<file path="src/hdl/ssmd_pkg.sv">
// Shared constants, types and font lookup for the seven-segment display controller.
// Depends on nothing; used by seven_segment_mux_display and by its checker and test.
package ssmd_pkg;

    localparam int DIGITS    = 4;
    localparam int ROW_COUNT = 2;

    localparam int STORE_DEPTH = 8;
    localparam int SEG_W       = 8;
    localparam int TIMER_W     = 12;
    localparam int LED_W       = 4;
    localparam int CFG_IDX_W   = 8;
    localparam int CFG_DATA_W  = 12;
    localparam int IN_DATA_W   = 24;
    localparam int OUT_DATA_W  = 24;

    localparam logic [TIMER_W-1:0] HALF_PERIOD_RESET = 12'd200;
    localparam logic [TIMER_W-1:0] HOLD_TIME_RESET   = 12'd800;

    localparam logic [2:0] DIGITS_C    = 3'(DIGITS);
    localparam logic [1:0] ROW_COUNT_C = 2'(ROW_COUNT);

    typedef enum logic [2:0] {
        K_TICK       = 3'd0,
        K_PUT_CHAR   = 3'd1,
        K_SET_CURSOR = 3'd2,
        K_SET_BLINK  = 3'd3,
        K_CLEAR      = 3'd4
    } t_kind;

    typedef enum logic [CFG_IDX_W-1:0] {
        REG_DISPLAY_ON  = 8'd0,
        REG_LED_STATE   = 8'd1,
        REG_HALF_PERIOD = 8'd2,
        REG_HOLD_TIME   = 8'd3
    } t_reg_index;

    localparam logic [6:0] DIGIT_ZERO  = 7'h30;
    localparam logic [6:0] DIGIT_NINE  = 7'h39;
    localparam logic [6:0] DIRECT_LAST = 7'h0F;
    localparam logic [4:0] SYM_DASH    = 5'h1D;
    localparam logic [4:0] SYM_BLANK   = 5'h1E;
    localparam logic [SEG_W-1:0] SEG_POINT = 8'h20;

    typedef logic [SEG_W-1:0] t_font [0:30];

    localparam t_font FONT_ROM = '{
        8'hD7, 8'h14, 8'hCE, 8'h9E, 8'h1D, 8'h9B, 8'hDB, 8'h16,
        8'hDF, 8'h9F, 8'h5F, 8'hD9, 8'hC8, 8'hDC, 8'hCB, 8'h4B,
        8'hD3, 8'h5D, 8'hC1, 8'h58, 8'hD8, 8'h4F, 8'h48, 8'hC9,
        8'hD0, 8'hD5, 8'h9D, 8'hC3, 8'h0F, 8'h08, 8'h00
    };

    // Map a 7-bit character symbol to its font entry.
    function automatic logic [4:0] symbol_index(input logic [6:0] c);
        logic [4:0] idx;
        if (c inside {[DIGIT_ZERO:DIGIT_NINE]}) begin
            idx = 5'(c - DIGIT_ZERO);
        end else if (c <= DIRECT_LAST) begin
            idx = c[4:0];
        end else begin
            case (c)
                7'h41:   idx = 5'h0A;  // A
                7'h62:   idx = 5'h0B;  // b
                7'h63:   idx = 5'h0C;  // c
                7'h43:   idx = 5'h1B;  // C
                7'h64:   idx = 5'h0D;  // d
                7'h45:   idx = 5'h0E;  // E
                7'h46:   idx = 5'h0F;  // F
                7'h47:   idx = 5'h10;  // G
                7'h48:   idx = 5'h11;  // H
                7'h49:   idx = 5'h01;  // I
                7'h4C:   idx = 5'h12;  // L
                7'h6E:   idx = 5'h13;  // n
                7'h6F:   idx = 5'h14;  // o
                7'h4F:   idx = 5'h00;  // O
                7'h50:   idx = 5'h15;  // P
                7'h72:   idx = 5'h16;  // r
                7'h53:   idx = 5'h05;  // S
                7'h74:   idx = 5'h17;  // t
                7'h75:   idx = 5'h18;  // u
                7'h55:   idx = 5'h19;  // U
                7'h59:   idx = 5'h1A;  // Y
                7'h2A:   idx = 5'h1C;  // star
                7'h20:   idx = SYM_BLANK;
                default: idx = SYM_DASH;
            endcase
        end
        return idx;
    endfunction

    function automatic logic [SEG_W-1:0] font_lookup(input logic [4:0] idx);
        logic [SEG_W-1:0] seg;
        seg = (idx <= 5'd30) ? FONT_ROM[idx] : '0;
        return seg;
    endfunction

endpackage

</file>
<file path="src/hdl/seven_segment_mux_display.sv">
// Top level of the multiplexed seven-segment display controller.
// Depends on ssmd_pkg for the font table, codes and sizes.
//
// Usage:
//   Slave stream (i_s_*): one word per request. tuser carries the kind
//   (tick, put character, set cursor, set blink, clear). Only a tick gives
//   a result: one 24-bit shift-register word on the master stream (o_m_*).
//   Configuration channel (i_cfg_*): register index and data, always ready;
//   write it only while no request is outstanding.
// Timing:
//   Each word is handled in the cycle it is accepted: the display state
//   updates at that edge and a tick's result sits in the output register
//   from the next cycle on. One word per cycle is taken, set by the
//   single output register: while it holds an untaken result and the
//   receiver keeps tready low, o_s_tready drops until the result leaves.
// Reset:
//   Synchronous, active low. Clears the segment store, cursor, scan phase,
//   blink mask and timer, marks the blink visible, drops the output valid
//   and loads the register reset values (display on, LEDs off, half period
//   200, hold time 800).
module seven_segment_mux_display (
    input  logic                                i_clk,
    input  logic                                i_rst_n,
    // slave stream
    input  logic                                i_s_tvalid,
    output logic                                o_s_tready,
    // tdata: [7:0] char_code, [9:8] cursor_row, [12:10] cursor_digit,
    //        [20:13] blink_select, [21] keep_blink_select, [23:22] zero
    input  logic [ssmd_pkg::IN_DATA_W-1:0]      i_s_tdata,
    // tuser: [2:0] kind
    input  logic [2:0]                          i_s_tuser,
    // master stream
    output logic                                o_m_tvalid,
    input  logic                                i_m_tready,
    // tdata: [23:0] shift_word
    output logic [ssmd_pkg::OUT_DATA_W-1:0]     o_m_tdata,
    // configuration write channel
    input  logic                                i_cfg_valid,
    output logic                                o_cfg_ready,
    input  logic [ssmd_pkg::CFG_IDX_W-1:0]      i_cfg_index,
    input  logic [ssmd_pkg::CFG_DATA_W-1:0]     i_cfg_data
);

    localparam int SW = ssmd_pkg::SEG_W;
    localparam int TW = ssmd_pkg::TIMER_W;

    // configuration registers
    logic                         r_display_on;
    logic [ssmd_pkg::LED_W-1:0]   r_led_state;
    logic [TW-1:0]                r_half_period;
    logic [TW-1:0]                r_hold_time;

    // display state
    logic [SW-1:0] r_store [ssmd_pkg::STORE_DEPTH];
    logic [SW-1:0] n_store [ssmd_pkg::STORE_DEPTH];
    logic [1:0]    r_scan_phase, n_scan_phase;
    logic          r_write_row,  n_write_row;
    logic [1:0]    r_write_digit, n_write_digit;
    logic [7:0]    r_blink_mask, n_blink_mask;
    logic          r_blink_visible, n_blink_visible;
    logic [TW-1:0] r_countdown, n_countdown;

    // output register
    logic                              r_m_valid;
    logic [ssmd_pkg::OUT_DATA_W-1:0]   r_m_data;
    logic [ssmd_pkg::OUT_DATA_W-1:0]   n_m_data;

    // unpacked request
    ssmd_pkg::t_kind in_kind;
    logic [7:0]      in_char;
    logic [1:0]      in_row;
    logic [2:0]      in_digit;
    logic [7:0]      in_blink_sel;
    logic            in_keep;

    logic s_accept, m_accept, tick_accept;

    assign in_kind      = ssmd_pkg::t_kind'(i_s_tuser);
    assign in_char      = i_s_tdata[7:0];
    assign in_row       = i_s_tdata[9:8];
    assign in_digit     = i_s_tdata[12:10];
    assign in_blink_sel = i_s_tdata[20:13];
    assign in_keep      = i_s_tdata[21];

    // Take a new word whenever the output register is free or being drained.
    assign o_s_tready  = !r_m_valid || i_m_tready;
    assign s_accept    = i_s_tvalid && o_s_tready;
    assign m_accept    = r_m_valid && i_m_tready;
    assign tick_accept = s_accept && (in_kind == ssmd_pkg::K_TICK);
    assign o_m_tvalid  = r_m_valid;
    assign o_m_tdata   = r_m_data;
    assign o_cfg_ready = 1'b1;

    // Next-state logic for one request.
    always_comb begin
        logic [TW-1:0] cd_dec;
        logic [SW-1:0] top, bot, seg;
        logic [7:0]    scans;
        logic [7:0]    row_bits;
        logic [2:0]    digit_inc, phase_inc;
        logic [2:0]    store_addr;

        for (int i = 0; i < ssmd_pkg::STORE_DEPTH; i++) begin
            n_store[i] = r_store[i];
        end
        n_scan_phase    = r_scan_phase;
        n_write_row     = r_write_row;
        n_write_digit   = r_write_digit;
        n_blink_mask    = r_blink_mask;
        n_blink_visible = r_blink_visible;
        n_countdown     = r_countdown;

        cd_dec     = (r_countdown != '0) ? r_countdown - 1'b1 : '0;
        top        = r_store[{1'b0, r_scan_phase}];
        bot        = r_store[{1'b1, r_scan_phase}];
        scans      = '0;
        row_bits   = r_write_row ? 8'hF0 : 8'h0F;
        digit_inc  = {1'b0, r_write_digit} + 3'd1;
        phase_inc  = {1'b0, r_scan_phase} + 3'd1;
        store_addr = {r_write_row, r_write_digit};
        seg        = ssmd_pkg::font_lookup(ssmd_pkg::symbol_index(in_char[6:0]));
        if (in_char[7]) begin
            seg = seg | ssmd_pkg::SEG_POINT;
        end

        case (in_kind)
            ssmd_pkg::K_TICK: begin
                n_countdown = cd_dec;
                if (r_blink_mask != '0 && cd_dec == '0) begin
                    n_countdown     = r_half_period;
                    n_blink_visible = !r_blink_visible;
                end
                // Blank masked digits while the blink phase is dark.
                if (!n_blink_visible) begin
                    if (r_blink_mask[{1'b0, r_scan_phase}]) top = '0;
                    if (r_blink_mask[{1'b1, r_scan_phase}]) bot = '0;
                end
                if (r_display_on) begin
                    scans[3'(r_scan_phase) + 3'd1] = 1'b1;
                end
                scans[0] = r_led_state[0];
                scans[5] = r_led_state[1];
                scans[6] = r_led_state[2];
                scans[7] = r_led_state[3];
                n_scan_phase = (phase_inc >= ssmd_pkg::DIGITS_C) ? 2'd0 : phase_inc[1:0];
            end
            ssmd_pkg::K_PUT_CHAR: begin
                // Hold the blink on while its row is being written.
                if ((r_blink_mask & row_bits) != '0) begin
                    n_blink_visible = 1'b1;
                    n_countdown     = r_hold_time;
                end
                n_store[store_addr] = seg;
                if (digit_inc >= ssmd_pkg::DIGITS_C) begin
                    n_write_digit = 2'd0;
                    if (2'({1'b0, r_write_row} + 2'd1) >= ssmd_pkg::ROW_COUNT_C) begin
                        n_write_row = 1'b0;
                    end else begin
                        n_write_row = 1'b1;
                    end
                end else begin
                    n_write_digit = digit_inc[1:0];
                end
            end
            ssmd_pkg::K_SET_CURSOR: begin
                if ({1'b0, in_row} < {1'b0, ssmd_pkg::ROW_COUNT_C}
                        && in_digit < ssmd_pkg::DIGITS_C) begin
                    n_write_row   = in_row[0];
                    n_write_digit = in_digit[1:0];
                end
            end
            ssmd_pkg::K_SET_BLINK: begin
                if (!in_keep) begin
                    n_blink_mask = in_blink_sel;
                end
                n_countdown     = r_half_period;
                n_blink_visible = 1'b0;
            end
            ssmd_pkg::K_CLEAR: begin
                for (int i = 0; i < ssmd_pkg::STORE_DEPTH; i++) begin
                    n_store[i] = '0;
                end
                n_write_row   = 1'b0;
                n_write_digit = 2'd0;
            end
            default: begin
                // unused kinds: drop without effect
            end
        endcase

        n_m_data = {scans, top, bot};
    end

    // Display state and output register.
    always_ff @(posedge i_clk) begin
        if (!i_rst_n) begin
            for (int i = 0; i < ssmd_pkg::STORE_DEPTH; i++) begin
                r_store[i] <= '0;
            end
            r_scan_phase    <= '0;
            r_write_row     <= 1'b0;
            r_write_digit   <= '0;
            r_blink_mask    <= '0;
            r_blink_visible <= 1'b1;
            r_countdown     <= '0;
            r_m_valid       <= 1'b0;
        end else begin
            if (s_accept) begin
                for (int i = 0; i < ssmd_pkg::STORE_DEPTH; i++) begin
                    r_store[i] <= n_store[i];
                end
                r_scan_phase    <= n_scan_phase;
                r_write_row     <= n_write_row;
                r_write_digit   <= n_write_digit;
                r_blink_mask    <= n_blink_mask;
                r_blink_visible <= n_blink_visible;
                r_countdown     <= n_countdown;
            end
            if (tick_accept) begin
                r_m_valid <= 1'b1;
            end else if (m_accept) begin
                r_m_valid <= 1'b0;
            end
        end
    end

    always_ff @(posedge i_clk) begin
        if (tick_accept) begin
            r_m_data <= n_m_data;
        end
    end

    // Configuration registers.
    always_ff @(posedge i_clk) begin
        if (!i_rst_n) begin
            r_display_on  <= 1'b1;
            r_led_state   <= '0;
            r_half_period <= ssmd_pkg::HALF_PERIOD_RESET;
            r_hold_time   <= ssmd_pkg::HOLD_TIME_RESET;
        end else if (i_cfg_valid) begin
            case (ssmd_pkg::t_reg_index'(i_cfg_index))
                ssmd_pkg::REG_DISPLAY_ON:  r_display_on  <= i_cfg_data[0];
                ssmd_pkg::REG_LED_STATE:   r_led_state   <= i_cfg_data[ssmd_pkg::LED_W-1:0];
                ssmd_pkg::REG_HALF_PERIOD: r_half_period <= i_cfg_data[TW-1:0];
                ssmd_pkg::REG_HOLD_TIME:   r_hold_time   <= i_cfg_data[TW-1:0];
                default: begin
                    // index beyond the register list: ignore
                end
            endcase
        end
    end

`ifndef NO_ASSERTIONS
    a_phase_range: assert property (@(posedge i_clk) disable iff (!i_rst_n)
        {1'b0, r_scan_phase} < ssmd_pkg::DIGITS_C)
        else $error("scan phase beyond digit count");

    a_cursor_range: assert property (@(posedge i_clk) disable iff (!i_rst_n)
        {1'b0, r_write_digit} < ssmd_pkg::DIGITS_C)
        else $error("write cursor beyond digit count");

    a_tick_result: assert property (@(posedge i_clk) disable iff (!i_rst_n)
        tick_accept |=> o_m_tvalid)
        else $error("accepted tick gave no result");

    a_no_invented: assert property (@(posedge i_clk) disable iff (!i_rst_n)
        (!o_m_tvalid && !tick_accept) |=> !o_m_tvalid)
        else $error("result appeared without a tick");

    a_one_scan_line: assert property (@(posedge i_clk) disable iff (!i_rst_n)
        o_m_tvalid |-> $onehot0(o_m_tdata[20:17]))
        else $error("more than one scan line driven");
`endif

endmodule

</file>
<file path="config.mk">
export PLATFORM = sky130hd
export DESIGN_NAME = seven_segment_mux_display
export DESIGN_NICKNAME = d
export VERILOG_FILES = /design/src/hdl/ssmd_pkg.sv /design/src/hdl/seven_segment_mux_display.sv
export SDC_FILE = /design/constraint.sdc
export NUM_CORES = 1
export LEC_CHECK = 0
export BUFFER_PORTS_ARGS = -buffer_cell sky130_fd_sc_hd__buf_2
export CAP_MARGIN = 40
export CORE_ASPECT_RATIO = 1.5
export CORE_UTILIZATION = 24
export CTS_CLUSTER_SIZE = 40
export DETAILED_ROUTE_END_ITERATION = 16
export PLACE_DENSITY_LB_ADDON = 0.15
export REMOVE_ABC_BUFFERS = 1
export SYNTH_ARGS = -nofsm -noshare
export SYNTH_HDL_FRONTEND = slang
export SYNTH_SLANG_ARGS = --single-unit
</file>
<file path="constraint.sdc">
create_clock -name i_clk -period 15.44 [get_ports i_clk]
set_input_delay 1.544 -clock i_clk [delete_from_list [all_inputs] [get_ports i_clk]]
set_output_delay 1.544 -clock i_clk [all_outputs]
set_load 0.05 [all_outputs]
</file>
=== Yosys cells after proc, flatten, opt, wreduce, memory -nomap -nowiden ===
Memories as Yosys holds them, arrays and structs flattened. A register that Yosys moved wholly into a read port is not among the register bits.
Index checks and enable logic that the tools add are counted.
Widths: inputs -> output; s select.

* Memories: 2
* Register bits after elaboration: 80
* Bits in read-only memories: 256
* Bits in latches: 0
* Output and inout port bits: 27
* Bits in writable memories: 64
* Bits of input ports: 52

{| class="wikitable"
|+ Memories
! name !! depth !! width !! read ports !! clocked after Yosys merged registers in !! write ports !! RTL line !! text
|-
| (no name shown) || 32 || 8 || 1 || 0 || 0 || ssmd_pkg.sv:94 || <nowiki>seg = (idx <= 5'd30) ? FONT_ROM[idx] : '0;</nowiki>
|-
| r_store || 8 || 8 || 10 || 2 || 8 || seven_segment_mux_display.sv:54 || <nowiki>logic [SW-1:0] r_store [ssmd_pkg::STORE_DEPTH];</nowiki>
|}

* Mux-type cells: 58
* Shifts and indexed selects: 0
* $add $sub $neg: 5
* $lt $le $gt $ge: 16
* $mul: 0
* Bitwise operators: 12
* Equality and inequality tests: 33
* Div/mod/pow operators: 0
* Reductions and logical operators: 30

{| class="wikitable"
|+ Operators with widths
! kind !! count
|-
| $mux 8 || 19
|-
| $eq 7x7->1 const B || 21
|-
| $pmux 64 s2 || 1
|-
| $pmux 5 s23 || 1
|-
| $bwmux 64 || 1
|-
| $mux 12 || 3
|-
| $pmux 12 s3 || 1
|-
| $demux 8 s3 || 1
|-
| $eq 8x2->1 const B || 2
|-
| $reduce_bool 8->1 || 2
|-
| $mux 1 || 15
|-
| $eq 7x6->1 const B || 2
|-
| $logic_not 12->1 || 1
|-
| $mux 3 || 4
|-
| $reduce_and 2->1 || 6
|-
| $reduce_bool 12->1 || 1
|-
| $sub 12x1->12 const B || 1
|-
| $mux 5 || 2
|-
| $reduce_and 3->1 || 3
|-
| $and 8x8->8 || 1
|-
| $eq 8x1->1 const B || 1
|-
| $logic_and 1x1->1 || 8
|-
| $logic_not 8->1 || 1
|-
| $lt 3x4->1 const B || 2
|-
| 36 further kinds || 54
|}

=== Depth between registers and ports, before layout ===
Gate-level depths: netlist of run 1.

* Depth in word-level cells: 13
* Gate-level depth with buffers: 16
* Gate-level depth less buffers: 12

=== Least setup slack after synthesis of run 1 ===
OpenSTA, ideal clock, no wires.

* Kind: in2reg
* Start: in i_m_tready
* End: mem r_store[0][0] (netlist name), enable pin
* Arrival: 5.973 ns
* Path slack: 8.942 ns
* Stages: 4
* Cell sequence: nand2b_1 -> nand2_1 -> clkbuf_1 -> o31ai_1

{| class="wikitable"
|+ RTL lines
! item !! RTL line !! text
|-
| start, declared || seven_segment_mux_display.sv:34 || <nowiki>input logic i_m_tready,</nowiki>
|-
| end, declared || seven_segment_mux_display.sv:54 ||
|}

==> impl_metrics.tcl, run 1 <==
set metrics [dict create \
    status "completed" \
    antenna_found_initial 0 \
    die_w_um 155 \
    die_y_um 232 \
    p_per_area_nw_per_um2 105 \
    diodes 0 \
    rr_startpoint "r_countdown[0]" \
    port_buffers 75 \
    synth.cell_area_sq_um 8440 \
    clock-sinks 146 \
    tns_ns 0 \
    drtAntennaViolNets 0 \
    finalPower_w 0.00104 \
    slew_violations 0 \
    slew_headroom_pct 44.7 \
    syn_area_per_cell_sq_um 10.1 \
    timing.final.ws_setup_ns 10.45 \
    hold_path_class "flip-flop to flip-flop" \
    post-place-ws_ns 10.02 \
    grt_max_degree 49 \
    drcViolationCount 0 \
    rrSetupSlack_ns 11.57 \
    cts_tree "done" \
    synth_warnings 0 \
    routed_wirelength_um 24400 \
    grt_pass1_vias 6627 \
    fill_cells 3619 \
    htree_levels 4 \
    postCtsSetupRepairBufs 0 \
    critical_path.startpoint "i_s_tdata[2]" \
    setup_violations 0 \
    async_flop_share_pct 0 \
    synth_edf_count 88 \
    placed_area_sq_um 9300 \
    vias 6548 \
    period_needed_ns 4.99 \
    hold_viol 0 \
    ctsHoldBuffers 0 \
    reg2reg_depth 9 \
    worstPathRequired_ns 15.73 \
    wire_per_inst_um 17.9 \
    layout-drive-gt1-share_pct 19.1 \
    syn_inst 832 \
    endpoint "r_store[6][0]" \
    worstMarginPinSlew_ns 0.829 \
    drt-pass1-iter-count 5 \
    cp-end-kind "flip-flop" \
    hold_slack_ns 0.464 \
    crit_arrival_ns 5.28 \
    std_cell_rows 83 \
    cts_buffers 17 \
    global_route.usage.met1_pct 15.3 \
    design_area_sq_um 9910 \
    startpoint_type "input port" \
    grt_usage_pct 14.1 \
    clk_latency_ns 0.44 \
    r2r-end "o_m_tdata[13]" \
    syn2layout_area_growth_pct 17.5 \
    synth_seq_area_share_pct 45.1 \
    ctsResizeCount 0 \
    finalNetCount 949 \
    cap_viol_max_count 0 \
    yosysUniqueCellTypes 84 \
    coreArea_sq_um 34400 \
    ys_ff_latch 146 \
    dp_hpwl_um 17200 \
    drt-initial-drc-count 409 \
    ios 79 \
    place.gp.congestion 0.813 \
    period_share_pct 32.3 \
    path_class "input port to flip-flop" \
    cts_root_buffer "clkbuf_16" \
    grt-ovfl-total 0 \
    via_per_inst 4.81 \
    clockBufferDepth 2 \
    leakagePower_nw 3.89 \
    ys.flop_type "edfxtp_1" \
    fmax_ghz 0.200 \
    fp.dieArea_sq_um 35900 \
    skew_ns 0.0128 \
    grt_pass1_wl_um 38500 \
    ir_drop_mv 0.0768 \
    start_util_pct 24.5 \
    grt_use_met3_pct 2.34 \
    busiest_layer "met2" \
    crit_fanout 26 \
    clk_pin_slew_ns 0.07 \
    gr-usage-met2_pct 27.1 \
    rsz0062_at_grt "no" \
]
-- cell usage after synthesis (all sizes together) (10+ instances only) --
cell    count  area (sq um)
buf        32           209
ha         15           188
dfxtp      58          1160
mux2i      57           571
inv        13          48.8
and3       11          73.8
nand2      59           221
o22ai      13          93.8
nand2b     15          93.8
o31ai      16           120
nor2       73           274
nor4       10          62.6
nand3      49           245
nor2b      35           219
o21ai      59           318
edfxtp     88          2640
a21oi      39           195
mux4       18           405
nor3       12          60.1
clkbuf     29           110
-- through the flow --
stage / std cells / utilization, %
6_report: 1362 / 28.8
5_1_grt: 1362 / 28.8
4_1_cts: 1362 / 28.8
3_5_place_dp: 1330 / 27.0
3_3_place_gp: 1324 / 26.8
2_1_floorplan: 771 / -
-- state kept, by name (all words and copies together), names as in the netlist, named ones only --
register,count
o_m_tdata,24
o_m_tvalid,1
r_blink_mask,8
r_blink_visible,1
r_countdown,12
r_display_on,1
r_half_period,12
r_hold_time,12
r_led_state,4
r_scan_phase,2
r_store,64
r_write_digit,2
r_write_row,1
-- cell families (layout without fill, tap and decap cells) --
| group | count (synthesis) | in the layout | synth area share, % |
|---|---|---|---|
| compound gates | 186 | 186 | 15.2 |
| xor+xnor | 15 | 15 | 1.65 |
| fa+ha+maj | 15 | 15 | 2.22 |
| buf+inv | 75 | 138 | 4.40 |
| flops | 146 | 146 | 45.1 |
| mux | 78 | 78 | 12.0 |
| other cells | 1 | 1 | 0.0444 |
| simple gates | 316 | 316 | 19.5 |
-- how the worst min path moves through the flow --
stage                          start              to  slack [ns]  depth (start not counted)
floorplan           r_half_period[2]  r_countdown[2]        0.43                          2
global placement    r_half_period[2]  r_countdown[2]        0.46                          2
detailed placement  r_half_period[4]  r_countdown[4]        0.45                          2
CTS                 r_half_period[2]  r_countdown[2]        0.47                          2
global route        r_half_period[4]  r_countdown[4]        0.50                          2
finish              r_half_period[2]  r_countdown[2]        0.46                          2
-- critical path, cell delays in order --
cell	delay, ns
buf_2	0.25
or2_4	0.33
a311oi_4	0.41
or2b_1	0.28
o41a_1	0.12
a31o_2	0.28
inv_1	0.27
ha_1	0.22
a21oi_1	0.06
buf_4	0.20
a31o_1	0.19
or4_1	0.84
o22ai_2	0.26
-- metal layers --
layer  wire (um)  vias to the layer above
met1        9810                     3165
met2       13300                      150
met5           0                        -
met4         526                        0
li1            -                     3204
met3         783                       29
-- report_power, final --
part           switching, W  internal, W
combinational      0.000102    0.0000571
clock              0.000173     0.000265
sequential        0.0000117     0.000433
-- final cells by class --
type	instances	area [sq um]	area share [%]
clock inverters	11	153	1.54
well taps	467	584	5.90
flip-flops and latches	146	3800	38.4
repair buffers	92	554	5.59
inverters	14	52.6	0.530
multi-input cells	611	4300	43.4
clock buffers	21	462	4.66
-- cells in the final DEF (no fill, tap or decap), types with 18 or more instances in the layout --
cell type / instances
nor2_1: 72
dfxtp_1: 58
o21ai_0: 51
edfxtp_1: 88
mux4_2: 18
nand3_1: 49
nor2b_1: 35
a21oi_1: 39
mux2i_1: 57
buf_2: 75
nand2_1: 59
clkbuf_16: 18
Note: power is estimated with default switching activity, not from simulation.
==> run 2: changes to the inputs <==
- clock period: 15.44 -> 4.35 ns (I/O delays scaled with it)
==> run 2 against run 1 <==
- final cell count rose by 0.95%
- die area did not move
- flip-flop and latch count did not move
- worst hold slack got worse by 0.24 ns
- utilization rose by 0.11 points
- non-clock buffer count rose by 13
- clock skew fell by 0.0030 ns
- critical path type unchanged
- first-iteration DRC count rose by 0.49%
- cell area rose by 0.37%
- count of clock-buffer cells in the layout fell by 2
- routed wire length rose by 2.0%
==> impl_metrics.tcl, run 2 (synthesis gave the netlist of run 1 again) <==
set metrics [dict create \
    hold_slack_ns 0.220 \
    regMostFlops "r_store" \
    hold_viol 0 \
    fmax_ghz 0.266 \
    setup_violations 0 \
    clockBufferDepth 2 \
    timing.final.ws_setup_ns 0.595 \
    multi_input_area_sq_um 4290 \
    placed_cells 1343 \
    htree_levels 4 \
    clk_pin_slew_ns 0.06 \
    start_util_pct 24.5 \
    drcViolationCount 0 \
    grt_pass1_vias 6603 \
    place.gp.congestion 0.819 \
    crit_arrival_ns 4.01 \
    grt_max_degree 49 \
    status "completed" \
    drt-initial-drc-count 411 \
    drtAntennaViolNets 0 \
    design_area_sq_um 9950 \
    rrSetupSlack_ns 0.64 \
    coreArea_sq_um 34400 \
    clock-sinks 146 \
    dp_hpwl_um 17700 \
    post-place-ws_ns 0.183 \
    p_per_area_nw_per_um2 367 \
    ctsHoldBuffers 0 \
    worstPathRequired_ns 4.61 \
    period_needed_ns 3.75 \
    final_cell_mix "edfxtp_1 (88), buf_2 (75), nor2_1 (72), nand2_1 (59), dfxtp_1 (58)" \
    syn2layout_area_growth_pct 17.9 \
    cts_tree "done" \
    period_share_pct 86.3 \
    ctsResizeCount 0 \
    startpoint_type "input port" \
    path_class "input port to flip-flop" \
    die_w_um 155 \
    cp-end-kind "flip-flop" \
    vias 6557 \
    slew_violations 0 \
    clk_latency_ns 0.44 \
    postCtsSetupRepairBufs 0 \
    layout_commonest_cell "edfxtp_1" \
    std_cell_rows 83 \
    grt_usage_pct 14.2 \
    cts_buffers 17 \
    via_per_inst 4.77 \
    ios 79 \
    fill_cells 3600 \
    final_cell_count_no_fill 1375 \
    diodes 0 \
    grt-ovfl-total 0 \
    finalNetCount 962 \
    ir_drop_mv 0.260 \
    largest_reg_flops 64 \
    worstMarginPinSlew_ns 0.808 \
    skew_ns 0.00986 \
    leakagePower_nw 3.93 \
    hold_path_class "input port to flip-flop" \
    fp.dieArea_sq_um 35900 \
    layout-drive-gt1-share_pct 20.5 \
    port_buffers 75 \
    cts_root_buffer "clkbuf_16" \
    routed_wirelength_um 24900 \
    grt_pass1_wl_um 38500 \
    slew_headroom_pct 45.7 \
    seqCellArea_sq_um 3800 \
    die_y_um 232 \
    crit_fanout 17 \
    drt-pass1-iter-count 5 \
    antenna_found_initial 0 \
    wire_per_inst_um 18.1 \
    finalPower_w 0.00365 \
    cap_viol_max_count 0 \
    rsz0062_at_grt "no" \
    placed_area_sq_um 9360 \
]
[run 2: cell types whose count changed in the layout (fill, tap and decap cells not counted), sizes merged]
cell    previous run  this run
clkbuf            21        19
buf               92       105
bufinv             3         0
inv               16        21
[run 2: stage by stage]
step	util (%)	TNS, ns
2_1_floorplan	-	-53.76
3_3_place_gp	27.1	0
3_5_place_dp	27.2	0
4_1_cts	28.9	0
5_1_grt	28.9	0
6_report	28.9	0
[run 2: metal layers]
layer	up-vias	wire [um]	global-route usage, %
li1	3238	-	-
met1	3177	10100	15.2
met2	119	13700	27.6
met3	23	698	2.62
met4	0	405	4.39
met5	-	0	0
[run 2: area by class of cell]
class	count	area share (%)
Sequential cell	146	38.2
Tap cell	467	5.87
Clock buffer	19	4.78
Inverter	14	0.528
Clock inverter	13	1.14
Multi-Input combinational cell	611	43.1
Timing Repair Buffer	105	6.31
[run 2: critical path, cell delays in order]
cell	delay, ns
buf_2	0.28
nand2b_1	0.28
mux2i_1	0.11
a32o_1	0.30
o41a_1	0.38
a31o_2	0.29
inv_1	0.25
ha_1	0.36
o21ai_0	0.13
nand2b_1	0.13
a21oi_1	0.05
or4_1	0.67
o32ai_1	0.33
[run 2: power breakdown]
part	internal, W	leakage [nW]	switching, W
registers	0.00154	1.36	0.0000416
clock network	0.000818	0.291	0.000660
logic	0.000218	2.28	0.000371
[run 2: worst paths after layout]
path / start / end / cells after the start
worst min register to register: r_half_period[2] / r_countdown[2] / 2
worst max-delay path: i_s_tdata[4] / r_store[7][1] / 13
worst min-delay path: i_cfg_data[5] / r_hold_time[5] / 3
worst max register to register: r_countdown[0] / o_m_tdata[13] / 10
